--- src/rtl/tss_pkg.sv ---
// Package for the tridiagonal system solver: sizes, fixed-point helpers, sequencer states.
// No dependencies.
package tss_pkg;

    localparam int MaxRows  = 64;
    localparam int FracBits = 16;
    localparam int IdxW     = $clog2(MaxRows);
    localparam int DivSteps = 32 + FracBits + 1;
    localparam int DcntW    = $clog2(DivSteps + 1);

    typedef enum logic [3:0] {
        ST_IDLE,
        ST_RD,
        ST_MUL_R,
        ST_MUL_P,
        ST_NUM,
        ST_DIV_SUP,
        ST_DIV_NUM,
        ST_OUT,
        ST_BACK_MUL,
        ST_BACK_SUB
    } state_t;

    typedef struct packed {
        logic [31:0] value;
        logic        sat;
    } sat_t;

    function automatic sat_t sat32(input logic signed [65:0] v);
        sat_t r;
        r.sat = 1'b0;
        r.value = v[31:0];
        if (v > 66'sd2147483647) begin
            r.sat = 1'b1;
            r.value = 32'h7fffffff;
        end else if (v < -66'sd2147483648) begin
            r.sat = 1'b1;
            r.value = 32'h80000000;
        end
        return r;
    endfunction

    // Rounded product (ties toward +infinity) of two Q values; exact product given.
    function automatic logic signed [65:0] qround(input logic signed [63:0] p);
        logic signed [65:0] t;
        t = {{2{p[63]}}, p} + (66'sd1 <<< (FracBits - 1));
        return t >>> FracBits;
    endfunction

endpackage

--- src/rtl/tss_divider.sv ---
// Restoring signed divider, one quotient bit per cycle, truncation toward zero.
// Depends on tss_pkg.
module tss_divider (
    input  logic               aclk,
    input  logic               aresetn,
    input  logic               start,
    input  logic signed [31:0] numer,
    input  logic signed [31:0] denom,
    output logic               done,
    output logic signed [65:0] quot
);

    localparam int NW = 32 + tss_pkg::FracBits;

    logic [NW-1:0]           n_reg, n_next;
    logic [32:0]             rem_reg, rem_next;
    logic [31:0]             d_reg, d_next;
    logic                    neg_reg, neg_next;
    logic [tss_pkg::DcntW-1:0] cnt_reg, cnt_next;
    logic                    busy_reg, busy_next;
    logic [33:0]             trial;
    logic [32:0]             shifted;
    logic [31:0]             nmag;
    logic [NW-1:0]           q_bits;

    assign nmag = numer[31] ? 32'(-numer) : 32'(numer);

    always_comb begin
        n_next    = n_reg;
        rem_next  = rem_reg;
        d_next    = d_reg;
        neg_next  = neg_reg;
        cnt_next  = cnt_reg;
        busy_next = busy_reg;
        shifted   = {rem_reg[31:0], n_reg[NW-1]};
        trial     = {1'b0, shifted} - {2'b0, d_reg};
        if (start) begin
            n_next    = {nmag, {tss_pkg::FracBits{1'b0}}};
            d_next    = denom[31] ? 32'(-denom) : 32'(denom);
            neg_next  = numer[31] ^ denom[31];
            rem_next  = '0;
            cnt_next  = tss_pkg::DcntW'(NW);
            busy_next = 1'b1;
        end else if (busy_reg) begin
            if (!trial[33]) begin
                rem_next = trial[32:0];
                n_next   = {n_reg[NW-2:0], 1'b1};
            end else begin
                rem_next = shifted;
                n_next   = {n_reg[NW-2:0], 1'b0};
            end
            cnt_next = cnt_reg - 1'b1;
            if (cnt_reg == tss_pkg::DcntW'(1)) busy_next = 1'b0;
        end
    end

    always_ff @(posedge aclk) begin
        if (!aresetn) begin
            busy_reg <= 1'b0;
            cnt_reg  <= '0;
        end else begin
            busy_reg <= busy_next;
            cnt_reg  <= cnt_next;
        end
        n_reg   <= n_next;
        rem_reg <= rem_next;
        d_reg   <= d_next;
        neg_reg <= neg_next;
    end

    // The finished quotient comes from the last step, so a new start in the same cycle
    // does not disturb it.
    assign q_bits = {n_reg[NW-2:0], ~trial[33]};
    assign done   = busy_reg && (cnt_reg == tss_pkg::DcntW'(1));
    assign quot   = neg_reg ? -$signed({18'b0, q_bits}) : $signed({18'b0, q_bits});

endmodule

--- config.mk ---
export PLATFORM = sky130hd
export DESIGN_NAME = tss_divider
export DESIGN_NICKNAME = d
export VERILOG_FILES = /design/src/rtl/tss_pkg.sv /design/src/rtl/tss_divider.sv
export SDC_FILE = /design/constraint.sdc
export NUM_CORES = 1
export LEC_CHECK = 0
export BUFFER_PORTS_ARGS = -buffer_cell sky130_fd_sc_hd__buf_4
export CORE_MARGIN = 2
export CORE_UTILIZATION = 50
export CTS_CLUSTER_DIAMETER = 200
export DETAILED_ROUTE_END_ITERATION = 16
export HOLD_SLACK_MARGIN = 0.08
export PLACE_DENSITY_LB_ADDON = 0.15
export SLEW_MARGIN = 30
export SYNTH_ARGS = -nofsm -noshare
export SYNTH_HDL_FRONTEND = slang
export SYNTH_SLANG_ARGS = --single-unit
--- constraint.sdc ---
create_clock -name aclk -period 11.9 [get_ports aclk]
set_input_delay 1.19 -clock aclk [delete_from_list [all_inputs] [get_ports aclk]]
set_output_delay 1.19 -clock aclk [all_outputs]
set_load 0.02 [all_outputs]
Yosys cells after proc, flatten, opt, wreduce, memory -nomap -nowiden. Cells that the tools add are included.

Register bits: 120.

Add/subtract/negate cells: 5. Eq/ne operators: 1. Multiplexer cells: 12. Bitwise logic cells: 3. Reductions and logical operators: 3.

Operators by type and width (count): 48-bit two-way mux (2); 66-bit two-way mux (1); 48-bit negator with 66-bit output (1); 32-bit two-way mux (2); 32-bit negator (2); 33-bit by 32-bit subtractor with 34-bit output (1); 31-bit two-way mux (1); 6-bit two-way mux (2); 6-bit by 1-bit == test with 1-bit output (second input constant) (1); 6-bit by 1-bit subtractor with 6-bit output (second input constant) (1); 1-bit two-way mux (4); 1-bit NOT (2); 2-bit nonzero test (1); 2-bit OR reduction (1); 1-bit logical AND (1); 1-bit bitwise XOR (1).

Logic depth before layout (Yosys ltp).
Depth in word-level cells: 4. Depth in mapped cells: 17. Gate-level depth less buffers: 13.

Least setup slack after synthesis. OpenSTA, ideal clock, no wires.

Path kind: register -> output. Start: reg d_reg[1]. End: out quot[42]. Arrival time: 3.987 ns. Setup slack: 6.723 ns. Cell stages (with the launch flop): 17. Path buffers: 3. Cells stage by stage: edfxtp_1 inv_1 ha_1 nor2b_1 o31a_1 o211ai_1 a2111oi_0 o22ai_1 o21a_1 clkbuf_1 buf_1 ha_1 nand4_1 or3_1 clkbuf_1 o41ai_1 xnor2_1.

Longest elaborated chain between the ends: 4.

Ends and longest elaborated chain: from (decl) (RTL line tss_divider.sv:17) `logic [31:0] d_reg, d_next;`; from (signal assigned) (RTL line tss_divider.sv:67) `d_reg <= d_next;`; 33-bit by 32-bit subtractor with 34-bit output (RTL line tss_divider.sv:36) `trial = {1'b0, shifted} - {2'b0, d_reg};`; 1-bit NOT (RTL line tss_divider.sv:73) `assign q_bits = {n_reg[NW-2:0], ~trial[33]};`; 48-bit negator with 66-bit output (RTL line tss_divider.sv:75) `assign quot = neg_reg ? -$signed({18'b0, q_bits}) : $signed({18'b0, q_bits});`; 66-bit two-way mux (RTL line tss_divider.sv:75); to (decl) (RTL line tss_divider.sv:10) `output logic signed [65:0] quot`.

Every way passes these cells.

Final worst setup path.
Start: reg d_reg[1]. End: out quot[44].

Same word-level chain as after synthesis.

==> results.ini <==
[outcome]
status=finished clean

[critical_path]
crit_fanout=6
cp-end-kind=output pin
crit_required_ns=10.71
cp.arrival_ns=4.41
setup.worst_path.start_class=register
worstSetupPathType=register to output pin
slowest_stage=or3_1
max_stage_delay_ns=0.52
r2r_slack_ns=8.16
r2r_start=d_reg[1]
cp_cell_sequence=inv_1 > ha_1 > nor2b_1 > o31a_1 > o211ai_1 > a2111oi_1 > o22ai_1 > o21a_1 > ha_1 > nand4_1 > or3_1 > o21ai_1 > xnor2_1 > buf_4
critPathMostFrequentCell=ha_1
r2r_cells=13
r2r_end=rem_reg[28]

[timing]
worst_slack_ns=6.30
max_freq_mhz=179
fin_crit_sh_pct=47.1
tightest_slew_ns=0.947
relSlewSlack_pct=36.8
rsz0062_at_grt=false
final-setup-viol-count=0
final.min_clock_period_ns=5.60
worst_clock_skew_ns=0.00941
final-max-slew-violation-count=0
hold_viol=0
fin_tns_setup_ns=0

[route]
drt_iter0_drc=462
firstDrtPassIters=5
drtAntennaViolNets=0
routed_wl_um=21200
wl_per_cell_um=16.0
drt-vias-per-instance=5.71
drcViolationCount=0
num_vias=7548

[synthesis]
ys_ff_latch=120
yosysSeqAreaShare_pct=35.2
synth_ff_type=edfxtp_1
synthesis.instances=980
post_synth_num_cell_types=58
ys_warn_count=0
async_reset_ff_share_pct=0
netlist_area_sq_um=8670
synth_edf_count=65
synth.avg_cell_area_sq_um=8.85
syn_nets=1086

[finish]
final_common_cell=buf_4
areaGrowthSynthToFinish_pct=19.6
layout.nets=1191
final_cell_mix=buf_4, xnor2_1, nand2_1
final_util_pct=60.6
largest_reg_flops=48
drive_gt1_share_pct=17.2
design_area_sq_um=10400
diodes=0

[die]
start_util_pct=50.7
core.rowCount=48
io_pins=134
die_area_sq_um=18400
fp.dieW_um=136
placeableCoreArea_sq_um=17100
die_y_um=136

[clock_network]
cts-root-buf=clkbuf_16
cts_sinks=120
clk_latency_ns=0.42
cts_hold_buf=0
max-clock-path-buffers=2
postCtsResizedCells=0
cts_buffers=17
h-tree-depth=4
cts_tree=built
postCtsSetupBuffers=0
clk_pin_slew_ns=0.06

[global_route]
track_usage_pct=23.3
grt_max_degree=88
grt_pass1_wl_um=34200
grt_pass1_vias=6764
grt_overflow_total=0
antenna_found_initial=0

[place]
place_ws_ns=6.62
hpwlAfterDp_um=15000
placed_cell_area_sq_um=9800
portBuffers=133
place_congestion=0.923

[min_path]
hold_end=rem_reg[31]
hold_path.class=register to register
holdPathStages=2
hold_start=rem_reg[31]

[flow_run]
cap_violations=0

[power_and_ir_drop]
p_leak_nw=4.16
power_density_nw_per_um2=139
ir_drop_uv=97.0

worst max-delay path, delay by kind of cell (launching register included):
kind            cells  cell delay, ns
buf+inv             2            0.24
simple gates        3            0.82
fa+ha+maj           2            0.52
compound gates      6            1.82
flops               1            0.41
xor+xnor            1            0.17
logic make-up after synthesis:
logic type	share of synthesized area, %
simple gates	16.3
compound gates	22.9
xor+xnor	13.0
flops	35.2
buf+inv	4.85
fa+ha+maj	5.71
mux	1.99
worst max-delay path by stage:
stage          slack (ns)        to  startpoint
6_report             6.30  quot[44]    d_reg[1]
5_1_grt              5.96  quot[44]    d_reg[1]
4_1_cts              6.16  quot[31]    d_reg[1]
3_5_place_dp         6.62  quot[31]    d_reg[1]
3_3_place_gp         6.77  quot[39]    d_reg[1]
2_1_floorplan        6.72  quot[42]    d_reg[1]
Yosys cell counts, types with 5 or more instances:
master,n,share of area [%]
a22o_1,31,3.1
clkbuf_1,50,2.2
nor2b_1,7,0.51
nand3_1,10,0.58
mux2i_1,15,1.7
o31ai_1,32,2.8
xnor2_1,116,12
a21oi_1,38,2.2
o211ai_1,5,0.43
o21ai_0,56,3.2
ha_1,38,5.5
dfxtp_1,55,13
nand2_1,100,4.3
a31oi_1,9,0.65
xor2_1,13,1.3
nor3_1,15,0.87
a21o_1,12,1.0
or3_1,19,1.4
nor2_1,65,2.8
nand2b_1,16,1.2
inv_1,58,2.5
or2_2,9,0.65
nand4_1,6,0.43
o41ai_1,16,1.6
or4_1,17,1.5
a211oi_1,8,0.69
a311oi_1,17,1.7
nor4_1,6,0.43
edfxtp_1,65,23
o21a_1,11,0.95
o41a_1,13,1.7
area by class of cell:
cell class / instances / area [sq um]
multi-input cells: 748 / 5200
fillers: 1543 / 6750
clock inverters: 13 / 133
repair buffers: 140 / 1050
flip-flops and latches: 120 / 3050
well taps: 225 / 282
clock buffers: 18 / 429
inverters: 58 / 218
metrics by stage:
| stage | hold WS [ns] | cells | power [mW] |
|---|---|---|---|
| after global routing | 0.506 | 1322 | 1.52 |
| after global placement | 0.460 | 1291 | 0.955 |
| after CTS | 0.471 | 1322 | 1.45 |
| final | 0.466 | 1322 | 1.44 |
| after detailed placement | 0.462 | 1291 | 0.957 |
| after floorplan | 0.446 | 980 | 0.808 |
metal layers:
layer / GRT usage (%) / share of wire [%] / vias to the layer above
met5: 0 / 0 / -
met2: 33.8 / 43 / 226
met3: 4.15 / 5.8 / 26
met1: 35.0 / 50 / 3490
met4: 7.70 / 1.5 / 0
li1: - / - / 3806
report_power, final:
| part | total (mW) | switching [mW] | internal (mW) |
|---|---|---|---|
| clock | 0.490 | 0.186 | 0.304 |
| combinational | 0.442 | 0.252 | 0.191 |
| sequential | 0.512 | 0.0323 | 0.479 |
(Power assumes the default switching activity.)
